==> src/hw/rtl/rar_pkg.sv <==
// ----------------------------------------------------------------------------
// rar_pkg: shared types and constants for the rational arithmetic reducer
// Holds the payload structs, action codes and status codes.
// ----------------------------------------------------------------------------
package rar_pkg;

    localparam int WIDTH = 32;
    localparam int DW    = 2 * WIDTH;

    typedef enum logic [1:0] {
        ACT_ADD = 2'd0,
        ACT_SUB = 2'd1,
        ACT_MUL = 2'd2,
        ACT_DIV = 2'd3
    } action_t;

    typedef enum logic [1:0] {
        ST_OK   = 2'd0,
        ST_ZERO = 2'd1,
        ST_OVF  = 2'd2,
        ST_RSVD = 2'd3
    } status_t;

    typedef struct packed {
        logic [1:0]  action;
        logic [31:0] a_num;
        logic [31:0] a_den;
        logic [31:0] b_num;
        logic [31:0] b_den;
    } in_item_t;

    typedef struct packed {
        logic [31:0] res_num;
        logic [30:0] res_den;
        logic [1:0]  status;
    } out_item_t;

endpackage

==> src/hw/rtl/rar_mul.sv <==
// ----------------------------------------------------------------------------
// rar_mul: shared registered magnitude multiplier
// One WIDTH by WIDTH unsigned product per cycle, result registered.
// ----------------------------------------------------------------------------
module rar_mul (
    input  logic                   clk,
    input  logic [rar_pkg::WIDTH-1:0] op_a,
    input  logic [rar_pkg::WIDTH-1:0] op_b,
    output logic [rar_pkg::DW-1:0]    prod
);
    import rar_pkg::*;

    logic [DW-1:0] prod_reg;

    always_ff @(posedge clk)
    begin
        prod_reg <= DW'(op_a) * DW'(op_b);
    end

    assign prod = prod_reg;

endmodule

==> config.mk <==
export PLATFORM = sky130hd
export DESIGN_NAME = rar_mul
export DESIGN_NICKNAME = d
export VERILOG_FILES = /design/src/hw/rtl/rar_pkg.sv /design/src/hw/rtl/rar_mul.sv
export SDC_FILE = /design/constraint.sdc
export NUM_CORES = 2
export LEC_CHECK = 0
export BUFFER_PORTS_ARGS = -buffer_cell sky130_fd_sc_hd__buf_2
export CORE_AREA = 2 2 270 272
export DETAILED_ROUTE_END_ITERATION = 10
export DIE_AREA = 0 0 272 274
export HOLD_SLACK_MARGIN = 0.02
export PLACE_DENSITY = 0.77
export SLEW_MARGIN = 20
export SYNTH_ARGS = -nofsm -noshare
export SYNTH_HDL_FRONTEND = slang
export SYNTH_SLANG_ARGS = --single-unit
==> constraint.sdc <==
create_clock -name clk -period 21.5 [get_ports clk]
set_input_delay 2.15 -clock clk [delete_from_list [all_inputs] [get_ports clk]]
set_output_delay 2.15 -clock clk [all_outputs]
set_load 0.02 [all_outputs]
## After elaboration in Yosys (flattened, before gate mapping)

Index checks and enable logic that the tools add are counted.

- Register bits: 64
- Bits in latches: 0
- Bits in writable memories: 0
- ROM bits: 0
- Bits of input ports: 65
- Output and inout bits: 64
- Word-level logic and storage cells: 2
- Memories: 0

- Add/subtract/negate cells: 0
- $mul: 1
- Div/mod/pow operators: 0
- Order comparisons: 0
- Equal/unequal tests: 0
- Shift operators: 0
- Multiplexer cells: 0
- Bitwise logic cells: 0
- Reduce and logical (&&, ||, !) cells: 0

Operators with widths:

| operator | number |
|---|---|
| multiplier 32 x 32 -> 64 bit | 1 |

## Depth between registers and ports, before layout

- Depth after elaboration: 1
- Gate-level depth with buffers: 29
- Depth with buffers taken out: 27

## Worst setup path after synthesis

OpenSTA, ideal clock, no wires.

- Kind: input to register
- Start: input op_a[25] (netlist bit)
- End: register prod_reg[62] (netlist: prod[62])
- Setup time: 0.072 ns
- Arrival time: 8.831 ns
- Data required time: 21.428 ns
- Setup slack: 12.597 ns
- Cell stages on the path: 25
- Path buffers: 2
- Cells stage by stage: clkbuf_1 -> nand2_1 -> fa_1 -> inv_1 -> fa_1 -> inv_1 -> fa_1 -> inv_1 -> fa_1 -> fa_1 -> fa_1 -> fa_1 -> inv_1 -> fa_1 -> inv_1 -> ha_1 -> buf_2 -> nand4_1 -> or4_1 -> or3_1 -> a31oi_1 -> a31o_2 -> a211oi_1 -> o21ai_1 -> xor2_1

- Cells in the longest elaborated chain, start to end: 1

RTL lines:

| element | RTL line | text |
|---|---|---|
| start, declared | rar_mul.sv:7 | `input logic [rar_pkg::WIDTH-1:0] op_a,` |
| multiplier 32 x 32 -> 64 bit | rar_mul.sv:17 | `prod_reg <= DW'(op_a) * DW'(op_b);` |
| end signal, assigned | rar_mul.sv:17 |  |
| end, declared | rar_mul.sv:13 | `logic [DW-1:0] prod_reg;` |

Every way passes these cells.

## Worst setup path in the final report

- Start: input op_b[24] (netlist bit)
- End: register prod_reg[62] (netlist: prod[62])

- Cells in the longest elaborated chain, start to end: 1

RTL lines:

| element | RTL line | text |
|---|---|---|
| start, declared | rar_mul.sv:8 | `input logic [rar_pkg::WIDTH-1:0] op_b,` |
| multiplier 32 x 32 -> 64 bit | rar_mul.sv:17 |  |

Every way passes these cells.

==> impl_metrics.env <==
export IMPL_run_status="complete, no violations"
export IMPL_num_vias=24940
export IMPL_required_ns=21.77
export IMPL_synthMostInstantiatedCell="fa_1"
export IMPL_first_pass_grt_wire_length_mm=144.8
export IMPL_path_class="in2reg"
export IMPL_drive_above_1_share_pct=4.409
export IMPL_use_met2_pct=44.64
export IMPL_critical_path_startpoint_type="input port"
export IMPL_numCtsBuffers=9
export IMPL_final_setup_tns_ns=0
export IMPL_antenna_violations_before_repair=2
export IMPL_crit_path_top_delay_cell="buf_2"
export IMPL_critPathMaxStageDelay_ns=0.62
export IMPL_placement_io_buffers=128
export IMPL_post_synth_top_area_fraction_pct=51.73
export IMPL_period_needed_ns=9.875
export IMPL_main_synth_ff_type="dfxtp_1"
export IMPL_dieArea_um2=74530
export IMPL_starting_utilization_of_the_core_area_pct=48.18
export IMPL_nFillCells=6547
export IMPL_gp_routability_congestion=0.9082
export IMPL_coreArea_um2=71970
export IMPL_synthesis_nets=4972
export IMPL_tritoncts_num_sinks=64
export IMPL_timing_slew_headroom_pct=42.95
export IMPL_syn_avg_cell_area_um2=9.252
export IMPL_maxSlewViolCount=0
export IMPL_cts_resized=0
export IMPL_post_synth_instance_area_um2=34680
export IMPL_hold_path_startpoint="op_a[0]"
export IMPL_synth_edff_count=0
export IMPL_top_usage_layer="met2"
export IMPL_clock_root_buffer="clkbuf_16"
export IMPL_report_final_setup_viol=0
export IMPL_wire_per_inst_um=19.15
export IMPL_fp_dieH_um=274
export IMPL_pin_count_of_the_biggest_net_entering_global_routing=33
export IMPL_synth_sequential_area_ratio_pct=3.695
export IMPL_ys_warnings_count=0
export IMPL_max_cap_viol_count=0
export IMPL_htreeDepth=3
export IMPL_grt_setup_unrepaired="no"
export IMPL_hold_buffers=0
export IMPL_worst_slew_pin_transition_ns=0.8558
export IMPL_worst_setup_end_kind="flop"
export IMPL_clk_pin_slew_worst_paths_ns=0.05
export IMPL_grt_pass1_vias=27690
export IMPL_hpwl_mm=71.43
export IMPL_route_final_wire_length_mm=88.75
export IMPL_yosys_reg_bits=64
export IMPL_postCtsSetupRepairBufs=0
export IMPL_min_delay_worst_endpoint="prod[0]"
export IMPL_cell_count_of_the_worst_hold_path=2
export IMPL_drt_iter0_markers=1691
export IMPL_synth_top_area_cell="fa_1"
export IMPL_die_width_um=272
export IMPL_path_common_cell="fa_1"
export IMPL_max_clk_rate_mhz=101.3
export IMPL_hold_class="in2reg"
export IMPL_grt_use_met3_pct=2.899
export IMPL_cts_tree="yes"
export IMPL_num_rows=99
export IMPL_antenna_left=0
export IMPL_number_of_nets_in_the_final_layout=4893
export IMPL_grt_met1_usage_pct=28.63
export IMPL_io_pins=129
export IMPL_crit_chain="buf_2 -> nand2_1 -> fa_1 -> inv_1 -> fa_1 -> fa_1 -> fa_1 -> fa_1 -> fa_1 -> fa_1 -> inv_1 -> fa_1 -> inv_1 -> ha_1 -> nand4_1 -> or4_1 -> or3_1 -> a31oi_1 -> a31o_2 -> a211oi_1 -> o21ai_1 -> xor2_1"
export IMPL_flow_area_growth_from_synthesis_pct=3.882
export IMPL_worst_endpoint_arrival_ns=10.15
export IMPL_ys_top_cells_by_area="fa_1 (52%), and2_1 (11%), ha_1 (9.5%)"
export IMPL_routed_via_density=5.383
export IMPL_drc=0
export IMPL_postSynth_asyncResetShare_pct=0
export IMPL_fin_hold_viols=0
export IMPL_synth_commonest_cells="fa_1 (896), inv_1 (865), and2_1 (602)"
export IMPL_grtUsageTotal_pct=24.87
export IMPL_detailedRoute_firstPassIterationCount=6
export IMPL_total_grt_overflow=0
export IMPL_layout_worst_path_cycle_share_pct=45.93
export IMPL_worst_path_maximum_fanout=32
export IMPL_largest_reg_flops=64
export IMPL_post_synth_inst_count=3748
export IMPL_maximum_root_to_sink_buffer_count=2
export IMPL_number_of_distinct_library_cell_variants_in_the_gate_level_netlist_after_synthesis=57
==> cells by family (layout without fill, tap and decap cells) <==
group | after synthesis | after routing | synth area share (%)
flops | 64 | 64 | 3.695
fa+ha+maj | 1159 | 1159 | 61.22
buf+inv | 1085 | 1011 | 11.77
mux | 1 | 1 | 0.02887
compound gates | 202 | 202 | 4.153
other cells | 0 | 1 | 0
xor+xnor | 60 | 60 | 1.515
simple gates | 1177 | 1177 | 17.62
==> metrics by stage <==
stage	hold WS (ns)	setup slack (ns)	utilization (%)	cell area, µm²	cells
final	2.502	11.63	50.05	36020	4634
after global routing	2.504	11.28	50.05	36020	4633
after CTS	2.481	11.77	50.05	36020	4633
after detailed placement	2.565	11.42	49.60	35700	4617
after global placement	2.567	11.61	49.60	35700	4617
after floorplan	2.277	12.60	-	34680	3748
==> per-layer routing <==
metal  wire [µm]  part of all wire, %
met2       46540                   52
met5          27                0.030
met3        4738                  5.3
met4        6006                  6.8
met1       31440                   35
==> area by class of cell <==
cell class / instances / area, µm² / area share, %
clock buffers: 11 / 242.7 / 0.6738
inverters: 865 / 3247 / 9.014
clock inverters: 5 / 78.83 / 0.2188
multi-input cells: 2599 / 29310 / 81.38
well taps: 959 / 1200 / 3.331
flip-flops and latches: 64 / 1281 / 3.557
diodes: 1 / 2.502 / 0.006947
repair buffers: 130 / 655.6 / 1.820
==> worst max-delay path: cells and delay by family <==
kind / cells / cell delay (ns)
AOI/OAI and AO/OA: 4 / 1.19
xor gates and xnor gates: 1 / 0.15
adders and majority gates: 9 / 4.57
buffers and inverters: 4 / 0.76
and+or+nand+nor: 4 / 1.26
==> how the worst max path moves through the flow <==
stage	slack, ns	from	depth (start not counted)	end
after floorplan	12.60	op_a[25]	25	prod[62]
after detailed placement	11.42	op_b[24]	22	prod[62]
after global placement	11.61	op_b[24]	22	prod[62]
after CTS	11.77	op_b[24]	22	prod[62]
after global routing	11.28	op_b[8]	24	prod[62]
final	11.63	op_b[24]	22	prod[62]
==> placed cells by master, fill, tap and decap left out, types with 3 or more instances in the layout <==
cell	n
nand4_1	23
a211oi_1	3
and3_1	14
inv_1	865
a21oi_2	3
xor2_1	25
o21a_1	9
a221o_1	4
o221ai_1	3
nand3_1	10
o21ai_1	5
and2_1	602
or2_2	3
a21o_1	40
and4_1	3
xnor2_1	35
nand2_1	480
nor3_1	7
or4_1	3
a221oi_4	3
nor2_1	20
a21boi_1	3
a21oi_1	63
buf_2	128
o21ai_0	21
o31ai_4	3
ha_1	263
a31oi_1	12
or3_1	3
fa_1	896
clkbuf_16	9
dfxtp_1	64
o21bai_1	10
Power is left out: the tool's default activity adds up to more than one toggle a clock period on the data nets, which glitch-free logic cannot reach.
